==> config.mk <==
export PLATFORM = sky130hd
export DESIGN_NAME = access_log_line_parser
export DESIGN_NICKNAME = d
export VERILOG_FILES = /design/src/rtl/core/alp_pkg.sv /design/src/rtl/core/access_log_line_parser.sv /design/src/rtl/core/alp_in_stage.sv /design/src/rtl/core/alp_parse.sv /design/src/rtl/core/alp_out_stage.sv
export VERILOG_INCLUDE_DIRS = /design/src /design/src/rtl/core
export SDC_FILE = /design/constraint.sdc
export NUM_CORES = 1
export LEC_CHECK = 0
export BUFFER_PORTS_ARGS = -buffer_cell sky130_fd_sc_hd__buf_2
export CORE_ASPECT_RATIO = 1.2
export CORE_MARGIN = 4
export CORE_UTILIZATION = 45
export CTS_CLUSTER_DIAMETER = 150
export DETAILED_ROUTE_END_ITERATION = 8
export GPL_TIMING_DRIVEN = 0
export MAX_ROUTING_LAYER = met4
export PLACE_DENSITY = 0.62
export SLEW_MARGIN = 20
export SYNTH_ARGS = -nofsm -noshare
export SYNTH_HDL_FRONTEND = slang
export SYNTH_HIERARCHICAL = 1
export SYNTH_SLANG_ARGS = --single-unit
==> constraint.sdc <==
create_clock -name clk -period 5.9 [get_ports clk]
set_clock_uncertainty 0.1 [all_clocks]
set_input_delay 0.295 -clock clk [delete_from_list [all_inputs] [get_ports clk]]
set_output_delay 0.295 -clock clk [all_outputs]
set_load 0.005 [all_outputs]
==> src/rtl/core/assert_macros.svh <==
// Assertion macros shared by the RTL of the access-log line parser.
// Each macro checks one clocked implication and is disabled while reset is active.
`ifndef ASSERT_MACROS_SVH
`define ASSERT_MACROS_SVH

// The consequent must hold in the same cycle as the antecedent.
`define ASSERT_SAME_CYCLE(label, clk, rst_n, ante, cons) \
    label: assert property (@(posedge clk) disable iff (!rst_n) (ante) |-> (cons)) \
        else $error("assertion failed: same-cycle implication");

// The consequent must hold in the cycle after the antecedent.
`define ASSERT_NEXT_CYCLE(label, clk, rst_n, ante, cons) \
    label: assert property (@(posedge clk) disable iff (!rst_n) (ante) |=> (cons)) \
        else $error("assertion failed: next-cycle implication");

`endif

==> src/rtl/core/alp_pkg.sv <==
// Package for the access-log line parser: field widths, character codes,
// parse phases, shared structs and the saturating decimal accumulate steps.
// Used by every module in rtl/core; depends on nothing.
package alp_pkg;

    // Field widths.
    localparam int OFS_W = 12;
    localparam int ST_W  = 32;
    localparam int SZ_W  = 48;
    localparam int DIG_W = 4;

    // Default maximum line length in bytes.
    localparam int LINE_BYTES_DEF = 4096;

    // Characters the parser looks for.
    localparam logic [7:0] CH_NUL    = 8'h00;
    localparam logic [7:0] CH_TAB    = 8'h09;
    localparam logic [7:0] CH_CR     = 8'h0D;
    localparam logic [7:0] CH_SPACE  = 8'h20;
    localparam logic [7:0] CH_QUOTE  = 8'h22;
    localparam logic [7:0] CH_PLUS   = 8'h2B;
    localparam logic [7:0] CH_MINUS  = 8'h2D;
    localparam logic [7:0] CH_ZERO   = 8'h30;
    localparam logic [7:0] CH_NINE   = 8'h39;
    localparam logic [7:0] CH_LBRACK = 8'h5B;
    localparam logic [7:0] CH_RBRACK = 8'h5D;

    // Saturation limits of the magnitudes and of the positive results.
    localparam logic [ST_W-1:0] STATUS_CAP = 32'h8000_0000;
    localparam logic [ST_W-1:0] STATUS_MAX = 32'h7FFF_FFFF;
    localparam logic [SZ_W-1:0] SIZE_CAP   = 48'h8000_0000_0000;
    localparam logic [SZ_W-1:0] SIZE_MAX   = 48'h7FFF_FFFF_FFFF;

    // Parse phases, in the order the fields appear on a line.
    typedef enum logic [3:0] {
        PH_ADDR    = 4'd0,
        PH_BRACK   = 4'd1,
        PH_TIME    = 4'd2,
        PH_QUOTE1  = 4'd3,
        PH_VERB    = 4'd4,
        PH_TARGET  = 4'd5,
        PH_QUOTE2  = 4'd6,
        PH_ST_WS   = 4'd7,
        PH_ST_SIGN = 4'd8,
        PH_ST_DIG  = 4'd9,
        PH_SZ_SP   = 4'd10,
        PH_SZ_WS   = 4'd11,
        PH_SZ_SIGN = 4'd12,
        PH_SZ_DIG  = 4'd13,
        PH_DONE    = 4'd14,
        PH_ERR     = 4'd15
    } phase_t;

    // One input transfer.
    typedef struct packed {
        logic [7:0] byte_req;
        logic       last;
    } alp_item_t;

    // End-of-line result before sign handling and clamping.
    typedef struct packed {
        logic            bad;
        logic [OFS_W-1:0] addr_len;
        logic [OFS_W-1:0] time_start;
        logic [OFS_W-1:0] time_len;
        logic [OFS_W-1:0] method_start;
        logic [OFS_W-1:0] method_len;
        logic [OFS_W-1:0] path_start;
        logic [OFS_W-1:0] path_len;
        logic [ST_W-1:0]  status_acc;
        logic             status_neg;
        logic [SZ_W-1:0]  size_acc;
        logic             size_neg;
    } alp_raw_t;

    // Handshake status of the input register toward the parse stage.
    typedef struct packed {
        logic valid;
        logic emit;
    } alp_ctl_t;

    function automatic logic is_ws(input logic [7:0] c);
        return (c inside {CH_SPACE, [CH_TAB:CH_CR]});
    endfunction

    function automatic logic is_digit(input logic [7:0] c);
        return (c inside {[CH_ZERO:CH_NINE]});
    endfunction

    // acc * 10 + digit, clamped at the status cap; the times ten is 8x + 2x.
    function automatic logic [ST_W-1:0] status_step(input logic [ST_W-1:0] acc,
                                                    input logic [DIG_W-1:0] dig);
        logic [ST_W+3:0] t;
        t = ((ST_W + 4)'(acc) << 3) + ((ST_W + 4)'(acc) << 1) + (ST_W + 4)'(dig);
        return (t > (ST_W + 4)'(STATUS_CAP)) ? STATUS_CAP : t[ST_W-1:0];
    endfunction

    // acc * 10 + digit, clamped at the size cap.
    function automatic logic [SZ_W-1:0] size_step(input logic [SZ_W-1:0] acc,
                                                  input logic [DIG_W-1:0] dig);
        logic [SZ_W+3:0] t;
        t = ((SZ_W + 4)'(acc) << 3) + ((SZ_W + 4)'(acc) << 1) + (SZ_W + 4)'(dig);
        return (t > (SZ_W + 4)'(SIZE_CAP)) ? SIZE_CAP : t[SZ_W-1:0];
    endfunction

endpackage

==> src/rtl/core/access_log_line_parser.sv <==
// Access-log line parser. Bytes of a line arrive one per transfer on the req
// channel; at the last byte, or at a zero byte, one result with the field
// offsets and lengths, the status, the response size and a bad-line flag is
// offered on the rsp channel. The parser takes one byte per clock cycle while
// no ending byte waits for the result register to free; every byte is folded
// into the line state by one combinational update, whose depth is set by the
// size accumulator (a 52-bit times-ten add and saturation compare). A byte is
// registered in the input register on acceptance and processed from there; the
// result of an ending byte is then registered in the result register, which
// offers it on the rsp channel. A waiting result does not block bytes that produce no result.
// Depends on alp_pkg, alp_in_stage, alp_parse, alp_out_stage and assert_macros.svh.
`include "assert_macros.svh"

module access_log_line_parser
#(
    parameter int LINE_BYTES = alp_pkg::LINE_BYTES_DEF
)
(
    input  logic                            clk,
    input  logic                            rst_n,
    input  logic                            req_valid,
    output logic                            req_stall,
    input  logic [7:0]                      byte_req,
    input  logic                            last,
    output logic                            rsp_valid,
    input  logic                            rsp_stall,
    output logic                            bad_line,
    output logic [alp_pkg::OFS_W-1:0]       addr_len,
    output logic [alp_pkg::OFS_W-1:0]       time_start,
    output logic [alp_pkg::OFS_W-1:0]       time_len,
    output logic [alp_pkg::OFS_W-1:0]       method_start,
    output logic [alp_pkg::OFS_W-1:0]       method_len,
    output logic [alp_pkg::OFS_W-1:0]       path_start,
    output logic [alp_pkg::OFS_W-1:0]       path_len,
    output logic signed [alp_pkg::ST_W-1:0] status,
    output logic signed [alp_pkg::SZ_W-1:0] size
);

    alp_pkg::alp_item_t item;
    alp_pkg::alp_raw_t  raw;
    alp_pkg::alp_ctl_t  ctl;
    logic               in_valid;
    logic               emit;
    logic               out_free;
    logic               step;
    logic               load;

    assign ctl.valid = in_valid;
    assign ctl.emit  = emit;

    // A byte moves on when it makes no result or the result register is free.
    assign step = ctl.valid && (!ctl.emit || out_free);
    assign load = step && ctl.emit;

    alp_in_stage u_in (
        .clk       (clk),
        .rst_n     (rst_n),
        .req_valid (req_valid),
        .req_stall (req_stall),
        .byte_req  (byte_req),
        .last      (last),
        .take      (step),
        .valid     (in_valid),
        .item      (item)
    );

    alp_parse #(
        .LINE_BYTES (LINE_BYTES)
    ) u_parse (
        .clk   (clk),
        .rst_n (rst_n),
        .step  (step),
        .item  (item),
        .emit  (emit),
        .raw   (raw)
    );

    alp_out_stage u_out (
        .clk          (clk),
        .rst_n        (rst_n),
        .load         (load),
        .raw          (raw),
        .free         (out_free),
        .rsp_valid    (rsp_valid),
        .rsp_stall    (rsp_stall),
        .bad_line     (bad_line),
        .addr_len     (addr_len),
        .time_start   (time_start),
        .time_len     (time_len),
        .method_start (method_start),
        .method_len   (method_len),
        .path_start   (path_start),
        .path_len     (path_len),
        .status       (status),
        .size         (size)
    );

    // A result handed to the output register is offered in the next cycle.
    `ASSERT_NEXT_CYCLE(a_load_shows, clk, rst_n, load, rsp_valid)

    // The byte side is held back only while a byte waits in the input register.
    `ASSERT_SAME_CYCLE(a_stall_full, clk, rst_n, req_stall, in_valid)

    // A waiting byte that is not processed stays in the input register.
    `ASSERT_NEXT_CYCLE(a_byte_kept, clk, rst_n, in_valid && !step, in_valid)

    // A bad line carries zero numbers and offsets.
    `ASSERT_SAME_CYCLE(a_bad_zero, clk, rst_n, rsp_valid && bad_line, (status == '0) && (size == '0) && (addr_len == '0) && (path_len == '0))

endmodule

==> src/rtl/core/alp_in_stage.sv <==
// Input register of the access-log line parser.
// Holds one byte transfer until the parse stage takes it; uses alp_pkg.
module alp_in_stage
(
    input  logic               clk,
    input  logic               rst_n,
    input  logic               req_valid,
    output logic               req_stall,
    input  logic [7:0]         byte_req,
    input  logic               last,
    input  logic               take,
    output logic               valid,
    output alp_pkg::alp_item_t item
);

    logic               valid_reg;
    logic               valid_next;
    alp_pkg::alp_item_t item_reg;

    // The register is refilled when it is empty or is being drained this cycle.
    logic load;
    assign load      = !valid_reg || take;
    assign req_stall = !load;

    always_comb
    begin
        valid_next = valid_reg;
        if (load)
        begin
            valid_next = req_valid;
        end
    end

    always_ff @(posedge clk or negedge rst_n)
    begin
        if (!rst_n)
        begin
            valid_reg <= 1'b0;
        end
        else
        begin
            valid_reg <= valid_next;
        end
    end

    // Payload register, no reset needed.
    always_ff @(posedge clk)
    begin
        if (load && req_valid)
        begin
            item_reg.byte_req <= byte_req;
            item_reg.last     <= last;
        end
    end

    assign valid = valid_reg;
    assign item  = item_reg;

endmodule

==> src/rtl/core/alp_parse.sv <==
// Parse stage of the access-log line parser: per-line state and its one-byte update.
// Produces the end-of-line result; uses alp_pkg.
module alp_parse
#(
    parameter int LINE_BYTES = alp_pkg::LINE_BYTES_DEF
)
(
    input  logic               clk,
    input  logic               rst_n,
    input  logic               step,
    input  alp_pkg::alp_item_t item,
    output logic               emit,
    output alp_pkg::alp_raw_t  raw
);

    localparam int POS_W = $clog2(LINE_BYTES + 1);
    localparam logic [POS_W-1:0] POS_LIMIT = POS_W'(LINE_BYTES);
    localparam int OW = alp_pkg::OFS_W;

    // State registers.
    alp_pkg::phase_t         phase_reg, phase_next, phase_upd;
    logic [POS_W-1:0]        pos_reg, pos_next, pos_upd;
    logic [OW-1:0]           addr_len_reg, addr_len_next, addr_len_upd;
    logic [OW-1:0]           stamp_start_reg, stamp_start_next, stamp_start_upd;
    logic [OW-1:0]           stamp_len_reg, stamp_len_next, stamp_len_upd;
    logic [OW-1:0]           verb_start_reg, verb_start_next, verb_start_upd;
    logic [OW-1:0]           verb_len_reg, verb_len_next, verb_len_upd;
    logic [OW-1:0]           target_start_reg, target_start_next, target_start_upd;
    logic [OW-1:0]           target_len_reg, target_len_next, target_len_upd;
    logic [alp_pkg::ST_W-1:0] st_acc_reg, st_acc_next, st_acc_upd;
    logic                    st_neg_reg, st_neg_next, st_neg_upd;
    logic [alp_pkg::SZ_W-1:0] sz_acc_reg, sz_acc_next, sz_acc_upd;
    logic                    sz_neg_reg, sz_neg_next, sz_neg_upd;
    logic                    ended_reg, ended_next;

    // Byte decode.
    logic [7:0]                c;
    logic                      fin;
    logic                      c_ws;
    logic                      c_dig;
    logic                      c_sign;
    logic [alp_pkg::DIG_W-1:0] dval;
    logic [OW-1:0]             p;
    logic [OW-1:0]             p1;
    logic                      run_first;
    logic                      run_gen;

    assign c      = item.byte_req;
    assign fin    = item.last;
    assign c_ws   = alp_pkg::is_ws(c);
    assign c_dig  = alp_pkg::is_digit(c);
    assign c_sign = (c == alp_pkg::CH_PLUS) || (c == alp_pkg::CH_MINUS);
    assign dval   = alp_pkg::DIG_W'(c - alp_pkg::CH_ZERO);
    assign p      = OW'(pos_reg);
    assign p1     = p + OW'(1);

    // A zero byte or the last byte closes a line, unless the rest of a line
    // already closed by a zero byte is being dropped.
    assign emit = !ended_reg && ((c == alp_pkg::CH_NUL) || fin);

    // Effect of the current byte on the line state.
    always_comb
    begin
        phase_upd        = phase_reg;
        pos_upd          = pos_reg;
        addr_len_upd     = addr_len_reg;
        stamp_start_upd  = stamp_start_reg;
        stamp_len_upd    = stamp_len_reg;
        verb_start_upd   = verb_start_reg;
        verb_len_upd     = verb_len_reg;
        target_start_upd = target_start_reg;
        target_len_upd   = target_len_reg;
        st_acc_upd       = st_acc_reg;
        st_neg_upd       = st_neg_reg;
        sz_acc_upd       = sz_acc_reg;
        sz_neg_upd       = sz_neg_reg;
        run_first        = 1'b0;
        run_gen          = 1'b0;
        if (!ended_reg && (c != alp_pkg::CH_NUL) &&
            (phase_reg != alp_pkg::PH_DONE) && (phase_reg != alp_pkg::PH_ERR))
        begin
            if (pos_reg >= POS_LIMIT)
            begin
                phase_upd = alp_pkg::PH_ERR;
            end
            else
            begin
                pos_upd = pos_reg + POS_W'(1);
                case (phase_reg)
                    alp_pkg::PH_ADDR:
                    begin
                        if (c == alp_pkg::CH_SPACE)
                        begin
                            addr_len_upd = p;
                            phase_upd    = alp_pkg::PH_BRACK;
                        end
                    end
                    alp_pkg::PH_BRACK:
                    begin
                        if (c == alp_pkg::CH_LBRACK)
                        begin
                            stamp_start_upd = p1;
                            phase_upd       = alp_pkg::PH_TIME;
                        end
                    end
                    alp_pkg::PH_TIME:
                    begin
                        if (c == alp_pkg::CH_RBRACK)
                        begin
                            stamp_len_upd = p - stamp_start_reg;
                            phase_upd     = alp_pkg::PH_QUOTE1;
                        end
                    end
                    alp_pkg::PH_QUOTE1:
                    begin
                        if (c == alp_pkg::CH_QUOTE)
                        begin
                            verb_start_upd = p1;
                            phase_upd      = alp_pkg::PH_VERB;
                        end
                    end
                    alp_pkg::PH_VERB:
                    begin
                        if (c == alp_pkg::CH_SPACE)
                        begin
                            verb_len_upd     = p - verb_start_reg;
                            target_start_upd = p1;
                            phase_upd        = alp_pkg::PH_TARGET;
                        end
                    end
                    alp_pkg::PH_TARGET:
                    begin
                        if (c == alp_pkg::CH_SPACE)
                        begin
                            target_len_upd = p - target_start_reg;
                            phase_upd      = alp_pkg::PH_QUOTE2;
                        end
                    end
                    alp_pkg::PH_QUOTE2:
                    begin
                        if (c == alp_pkg::CH_QUOTE)
                        begin
                            phase_upd = alp_pkg::PH_ST_WS;
                        end
                    end
                    alp_pkg::PH_ST_WS:
                    begin
                        if (c_ws)
                        begin
                            phase_upd = alp_pkg::PH_ST_WS;
                        end
                        else if (c_sign)
                        begin
                            st_neg_upd = (c == alp_pkg::CH_MINUS);
                            phase_upd  = alp_pkg::PH_ST_SIGN;
                        end
                        else if (c_dig)
                        begin
                            st_acc_upd = alp_pkg::status_step('0, dval);
                            phase_upd  = alp_pkg::PH_ST_DIG;
                        end
                        else
                        begin
                            phase_upd = alp_pkg::PH_ERR;
                        end
                    end
                    alp_pkg::PH_ST_SIGN:
                    begin
                        if (c_dig)
                        begin
                            st_acc_upd = alp_pkg::status_step(st_acc_reg, dval);
                            phase_upd  = alp_pkg::PH_ST_DIG;
                        end
                        else
                        begin
                            phase_upd = alp_pkg::PH_ERR;
                        end
                    end
                    alp_pkg::PH_ST_DIG:
                    begin
                        if (c_dig)
                        begin
                            st_acc_upd = alp_pkg::status_step(st_acc_reg, dval);
                        end
                        else
                        begin
                            run_first = 1'b1;
                        end
                    end
                    alp_pkg::PH_SZ_SP:
                    begin
                        run_first = 1'b1;
                    end
                    alp_pkg::PH_SZ_WS:
                    begin
                        run_gen = 1'b1;
                    end
                    alp_pkg::PH_SZ_SIGN:
                    begin
                        if (c_dig)
                        begin
                            sz_acc_upd = alp_pkg::size_step(sz_acc_reg, dval);
                            phase_upd  = alp_pkg::PH_SZ_DIG;
                        end
                        else
                        begin
                            sz_acc_upd = '0;
                            phase_upd  = alp_pkg::PH_DONE;
                        end
                    end
                    alp_pkg::PH_SZ_DIG:
                    begin
                        if (c_dig)
                        begin
                            sz_acc_upd = alp_pkg::size_step(sz_acc_reg, dval);
                        end
                        else
                        begin
                            phase_upd = alp_pkg::PH_DONE;
                        end
                    end
                    default:
                    begin
                        phase_upd = phase_reg;
                    end
                endcase

                // First byte after the status digits, or after a space there: a space or a dash is special.
                if (run_first)
                begin
                    if (c == alp_pkg::CH_SPACE)
                    begin
                        phase_upd = alp_pkg::PH_SZ_SP;
                    end
                    else if (c == alp_pkg::CH_MINUS)
                    begin
                        phase_upd = alp_pkg::PH_DONE;
                    end
                    else
                    begin
                        run_gen = 1'b1;
                    end
                end

                // General start of the size: whitespace, sign, digit or end.
                if (run_gen)
                begin
                    if (c_ws)
                    begin
                        phase_upd = alp_pkg::PH_SZ_WS;
                    end
                    else if (c_sign)
                    begin
                        sz_neg_upd = (c == alp_pkg::CH_MINUS);
                        phase_upd  = alp_pkg::PH_SZ_SIGN;
                    end
                    else if (c_dig)
                    begin
                        sz_acc_upd = alp_pkg::size_step('0, dval);
                        phase_upd  = alp_pkg::PH_SZ_DIG;
                    end
                    else
                    begin
                        phase_upd = alp_pkg::PH_DONE;
                    end
                end
            end
        end
    end

    // Next state: the updated line, or a fresh line once a result goes out.
    always_comb
    begin
        phase_next        = phase_upd;
        pos_next          = pos_upd;
        addr_len_next     = addr_len_upd;
        stamp_start_next  = stamp_start_upd;
        stamp_len_next    = stamp_len_upd;
        verb_start_next   = verb_start_upd;
        verb_len_next     = verb_len_upd;
        target_start_next = target_start_upd;
        target_len_next   = target_len_upd;
        st_acc_next       = st_acc_upd;
        st_neg_next       = st_neg_upd;
        sz_acc_next       = sz_acc_upd;
        sz_neg_next       = sz_neg_upd;
        ended_next        = ended_reg;
        if (ended_reg)
        begin
            ended_next = !fin;
        end
        else if (emit)
        begin
            phase_next        = alp_pkg::PH_ADDR;
            pos_next          = '0;
            addr_len_next     = '0;
            stamp_start_next  = '0;
            stamp_len_next    = '0;
            verb_start_next   = '0;
            verb_len_next     = '0;
            target_start_next = '0;
            target_len_next   = '0;
            st_acc_next       = '0;
            st_neg_next       = 1'b0;
            sz_acc_next       = '0;
            sz_neg_next       = 1'b0;
            ended_next        = !fin;
        end
    end

    // Result of the line as it stands after the current byte.
    always_comb
    begin
        raw.bad          = (phase_upd < alp_pkg::PH_ST_DIG) || (phase_upd == alp_pkg::PH_ERR);
        raw.addr_len     = addr_len_upd;
        raw.time_start   = stamp_start_upd;
        raw.time_len     = stamp_len_upd;
        raw.method_start = verb_start_upd;
        raw.method_len   = verb_len_upd;
        raw.path_start   = target_start_upd;
        raw.path_len     = target_len_upd;
        raw.status_acc   = st_acc_upd;
        raw.status_neg   = st_neg_upd;
        raw.size_acc     = sz_acc_upd;
        raw.size_neg     = sz_neg_upd;
    end

    always_ff @(posedge clk or negedge rst_n)
    begin
        if (!rst_n)
        begin
            phase_reg        <= alp_pkg::PH_ADDR;
            pos_reg          <= '0;
            addr_len_reg     <= '0;
            stamp_start_reg  <= '0;
            stamp_len_reg    <= '0;
            verb_start_reg   <= '0;
            verb_len_reg     <= '0;
            target_start_reg <= '0;
            target_len_reg   <= '0;
            st_acc_reg       <= '0;
            st_neg_reg       <= 1'b0;
            sz_acc_reg       <= '0;
            sz_neg_reg       <= 1'b0;
            ended_reg        <= 1'b0;
        end
        else if (step)
        begin
            phase_reg        <= phase_next;
            pos_reg          <= pos_next;
            addr_len_reg     <= addr_len_next;
            stamp_start_reg  <= stamp_start_next;
            stamp_len_reg    <= stamp_len_next;
            verb_start_reg   <= verb_start_next;
            verb_len_reg     <= verb_len_next;
            target_start_reg <= target_start_next;
            target_len_reg   <= target_len_next;
            st_acc_reg       <= st_acc_next;
            st_neg_reg       <= st_neg_next;
            sz_acc_reg       <= sz_acc_next;
            sz_neg_reg       <= sz_neg_next;
            ended_reg        <= ended_next;
        end
    end

endmodule

==> src/rtl/core/alp_out_stage.sv <==
// Result register of the access-log line parser, with sign handling and clamping
// of the two numbers on the way to the ports; uses alp_pkg.
module alp_out_stage
(
    input  logic                            clk,
    input  logic                            rst_n,
    input  logic                            load,
    input  alp_pkg::alp_raw_t               raw,
    output logic                            free,
    output logic                            rsp_valid,
    input  logic                            rsp_stall,
    output logic                            bad_line,
    output logic [alp_pkg::OFS_W-1:0]       addr_len,
    output logic [alp_pkg::OFS_W-1:0]       time_start,
    output logic [alp_pkg::OFS_W-1:0]       time_len,
    output logic [alp_pkg::OFS_W-1:0]       method_start,
    output logic [alp_pkg::OFS_W-1:0]       method_len,
    output logic [alp_pkg::OFS_W-1:0]       path_start,
    output logic [alp_pkg::OFS_W-1:0]       path_len,
    output logic signed [alp_pkg::ST_W-1:0] status,
    output logic signed [alp_pkg::SZ_W-1:0] size
);

    logic              valid_reg;
    logic              valid_next;
    alp_pkg::alp_raw_t raw_reg;
    logic              ok;

    // The register can take a new result once the held one is transferred.
    assign free = !valid_reg || !rsp_stall;

    always_comb
    begin
        valid_next = valid_reg && rsp_stall;
        if (load)
        begin
            valid_next = 1'b1;
        end
    end

    always_ff @(posedge clk or negedge rst_n)
    begin
        if (!rst_n)
        begin
            valid_reg <= 1'b0;
        end
        else
        begin
            valid_reg <= valid_next;
        end
    end

    always_ff @(posedge clk)
    begin
        if (load)
        begin
            raw_reg <= raw;
        end
    end

    // A bad line reports zero in every field but the flag.
    assign ok           = !raw_reg.bad;
    assign rsp_valid    = valid_reg;
    assign bad_line     = raw_reg.bad;
    assign addr_len     = ok ? raw_reg.addr_len : '0;
    assign time_start   = ok ? raw_reg.time_start : '0;
    assign time_len     = ok ? raw_reg.time_len : '0;
    assign method_start = ok ? raw_reg.method_start : '0;
    assign method_len   = ok ? raw_reg.method_len : '0;
    assign path_start   = ok ? raw_reg.path_start : '0;
    assign path_len     = ok ? raw_reg.path_len : '0;

    // Negate a negative magnitude, clamp a positive one to the field's maximum.
    always_comb
    begin
        status = '0;
        size   = '0;
        if (ok)
        begin
            if (raw_reg.status_neg)
            begin
                status = $signed(alp_pkg::ST_W'(-raw_reg.status_acc));
            end
            else if (raw_reg.status_acc > alp_pkg::STATUS_MAX)
            begin
                status = $signed(alp_pkg::STATUS_MAX);
            end
            else
            begin
                status = $signed(raw_reg.status_acc);
            end
            if (raw_reg.size_neg)
            begin
                size = $signed(alp_pkg::SZ_W'(-raw_reg.size_acc));
            end
            else if (raw_reg.size_acc > alp_pkg::SIZE_MAX)
            begin
                size = $signed(alp_pkg::SIZE_MAX);
            end
            else
            begin
                size = $signed(raw_reg.size_acc);
            end
        end
    end

endmodule
==> results.ini <==
[yosys]
syn_nets=3263
synth_edf_count=176
avgSynthCellArea_um2=8.712
syn_area_um2=26560
syn_inst=3048
postSynth.asyncResetShare=0.5138
synth_ff_type=dfrtp_1
yosys_warnings=6
ys_seq_elements=362
synth_cell_types=97
ys_seq_area_frac=0.3743

[global_route]
grt_pass1_wl_mm=145.1
grt_pass1_vias=24260
grt_max_degree=70
grt_overflow=0
grt_usage=0.3025
antenna_found_initial=3

[final_layout]
largest_reg_flops=166
layout.nets=3504
design_area_um2=30140
n_antenna_cell=0
num-fill-cells=5544
final_core_util=0.5163
final_common_cell=nand2_1
layout_common_cells=nand2_1, o21ai_0, buf_2, a21oi_1, ha_1
layout-drive-gt1-share=0.1069
area_delta_synth_final_pct=13.49

[drt]
drc=0
num_vias=25270
dr.pass1.iters=6
via_per_inst=6.145
wl_per_cell_um=23.26
wirelength_mm=95.68
antenna_left=0
drtIter0Drc=2527

[floorplan]
placementRows=97
die_h_um=274.1
die_width_um=229.8
core_um2=58380
initial_utilization=0.4549
dieArea_um2=62980
io_pins=180

[sta]
setup_viol_count_final=0
min_period_ns=5.706
tns_ns=0
fmax_mhz=175.3
maxSlewHeadroom=0.2906
hold_viol_final=0
setup_ws_ns=0.1943
maxSlewViolCount=0
whs_ns=0.1357
rsz0062_at_grt=false
worstMarginPinSlew_ns=1.056
fin_crit_sh=0.9671

[setup_path]
crit_path_end_kind=flop
crit_end=u_out/raw_reg[13]
cp.required_ns=6.12
worstSetupStartpointType=flop
reg2reg_to=u_out/raw_reg[13]
critPathArrivalTime_ns=5.93
reg2reg_from=u_in/item[4]
critical_path_class=flop to flop
worstPathMaxFanout=10
reg2reg_slack_ns=0.19
reg2reg_depth=16
startpoint=u_in/item[4]

[place]
pre_cts_ws_ns=-0.7680
detailed_place_hpwl_mm=74.56
gp_congestion=0.9917
numPortBuffers=179
postPlaceCellArea_um2=28580

[cts]
clock_path_buffers=3
cts_max_level=2
clock_latency_ns=0.59
cts_buffers=40
root_buffer=clkbuf_16
cts_tree=yes
clk_pin_slew_ns=0.06
cts.sinks=362

[power]
peakVddDrop_v=0.0001727
leakage_nw=12.62
p_per_area_nw_per_um2=206.3

[run]
maxCapViolCount=0

[worst_hold_path]
worstHoldPathType=input pin to async pin

[run_status]
status=finished clean

-- worst min-delay path by stage --
| stage | slack [ns] | startpoint | cells past startpoint | end |
|---|---|---|---|---|
| global route | 0.19 | rst_n | 2 | u_parse/sz_acc_reg[39] |
| CTS | 0.15 | rst_n | 2 | u_parse/sz_acc_reg[39] |
| finish | 0.14 | rst_n | 2 | u_parse/sz_acc_reg[34] |
| floorplan | -0.10 | rst_n | 0 | u_in/valid |
| detailed placement | 0.16 | rst_n | 1 | u_parse/sz_acc_reg[34] |
| global placement | 0.33 | u_in/item[0] | 1 | u_parse/ended_reg |
-- worst max-delay path, cell delays in order (launching register included) --
cell and delay, ns:
edfxtp_1 0.47, inv_1 0.10, fa_1 0.53, fa_1 0.47, nor2b_1 0.19, o2111ai_1 0.18, a211o_1 0.42, a211o_1 0.45
and2_1 0.26, xor2_2 0.34, nand4b_1 0.14, or4_4 0.46, nor4_4 0.46, o21ai_2 0.13, buf_6 0.19, buf_2 0.17
o21ai_0 0.38
-- repair_timing --
action                                  CTS  global route
gates resized for setup                   3            12
buffers inserted                          2             2
cloned                                    0             0
pin swaps                                 0             1
hold buffers                             12             0
endpoints found under the setup margin   86            23
endpoints found under the hold margin    68             0
-- power by group --
| group | internal (mW) | total (mW) | switching, mW |
|---|---|---|---|
| clock network | 1.54 | 2.64 | 1.10 |
| logic | 0.214 | 0.722 | 0.508 |
| registers | 2.76 | 2.86 | 0.100 |
| total | 4.51 | 6.22 | 1.70 |
-- kinds of logic (layout without fill, tap and decap cells) --
group | after synthesis | after routing | share of synthesized area
DFF | 362 | 362 | 0.3743
and+or+nand+nor | 1121 | 1121 | 0.2083
AOI/OAI and AO/OA | 953 | 953 | 0.2375
xor gates and xnor gates | 85 | 85 | 0.02803
adders and majority gates | 202 | 202 | 0.09715
muxes | 21 | 21 | 0.008575
buffers and inverters | 304 | 577 | 0.04622
-- Yosys cell counts, drive strengths merged (12+ instances only) --
cell      n  area (um^2)
a21o     37        277.8
and4     15        131.4
o31ai    43        372.9
a211o    16        140.1
a211oi   50        387.9
o211ai   12        90.09
nand4    51        334.1
dfrtp   186         4654
ha      195         2440
a31oi    19        118.9
xor2     40        350.3
or3      26        163.9
a21oi   195        975.9
buf      28        186.4
and2     16        103.9
and3     32        201.5
nor2b   104        650.6
nor2    183        691.9
o21ai   297         1490
a22o     88        770.7
a311oi   40        350.3
edfxtp  176         5285
nand3    61        305.3
o21a     25        187.7
clkbuf  154        578.1
mux2     14        157.7
nor3     72        365.3
xnor2    45        394.1
nor4     46        351.6
a21boi   13        97.59
nand2b   23        151.4
inv     121        454.2
or2      12        75.08
nand2   438         1644
or4      12        101.3
-- metal layers --
| metal | up-vias | track usage | wire [um] |
|---|---|---|---|
| met3 | 228 | 0.03761 | 5655 |
| met5 | - | - | 0 |
| met1 | 12280 | 0.3707 | 38490 |
| li1 | 11790 | - | - |
| met4 | 0 | 0.1312 | 4802 |
| met2 | 974 | 0.5064 | 46730 |
-- cell type report --
type,count,area [um^2],share of cell area
clock buffer,56,1134,0.03761
tap,792,991.0,0.03288
sequential,362,9940,0.3298
buffer,182,772.0,0.02561
clock inverter,18,234.0,0.007763
inverter,121,454.2,0.01507
timing repair buffer,200,1179,0.03911
multi-input combinational,2382,15440,0.5122
-- metrics by stage --
step                      std cells  power, mW
after global placement         4019      3.590
after global routing           4113      6.454
after detailed placement       4024      3.605
after floorplan                3048      3.312
after CTS                      4111      6.252
final                          4113      6.216
Note: power is estimated with default switching activity, not from simulation.
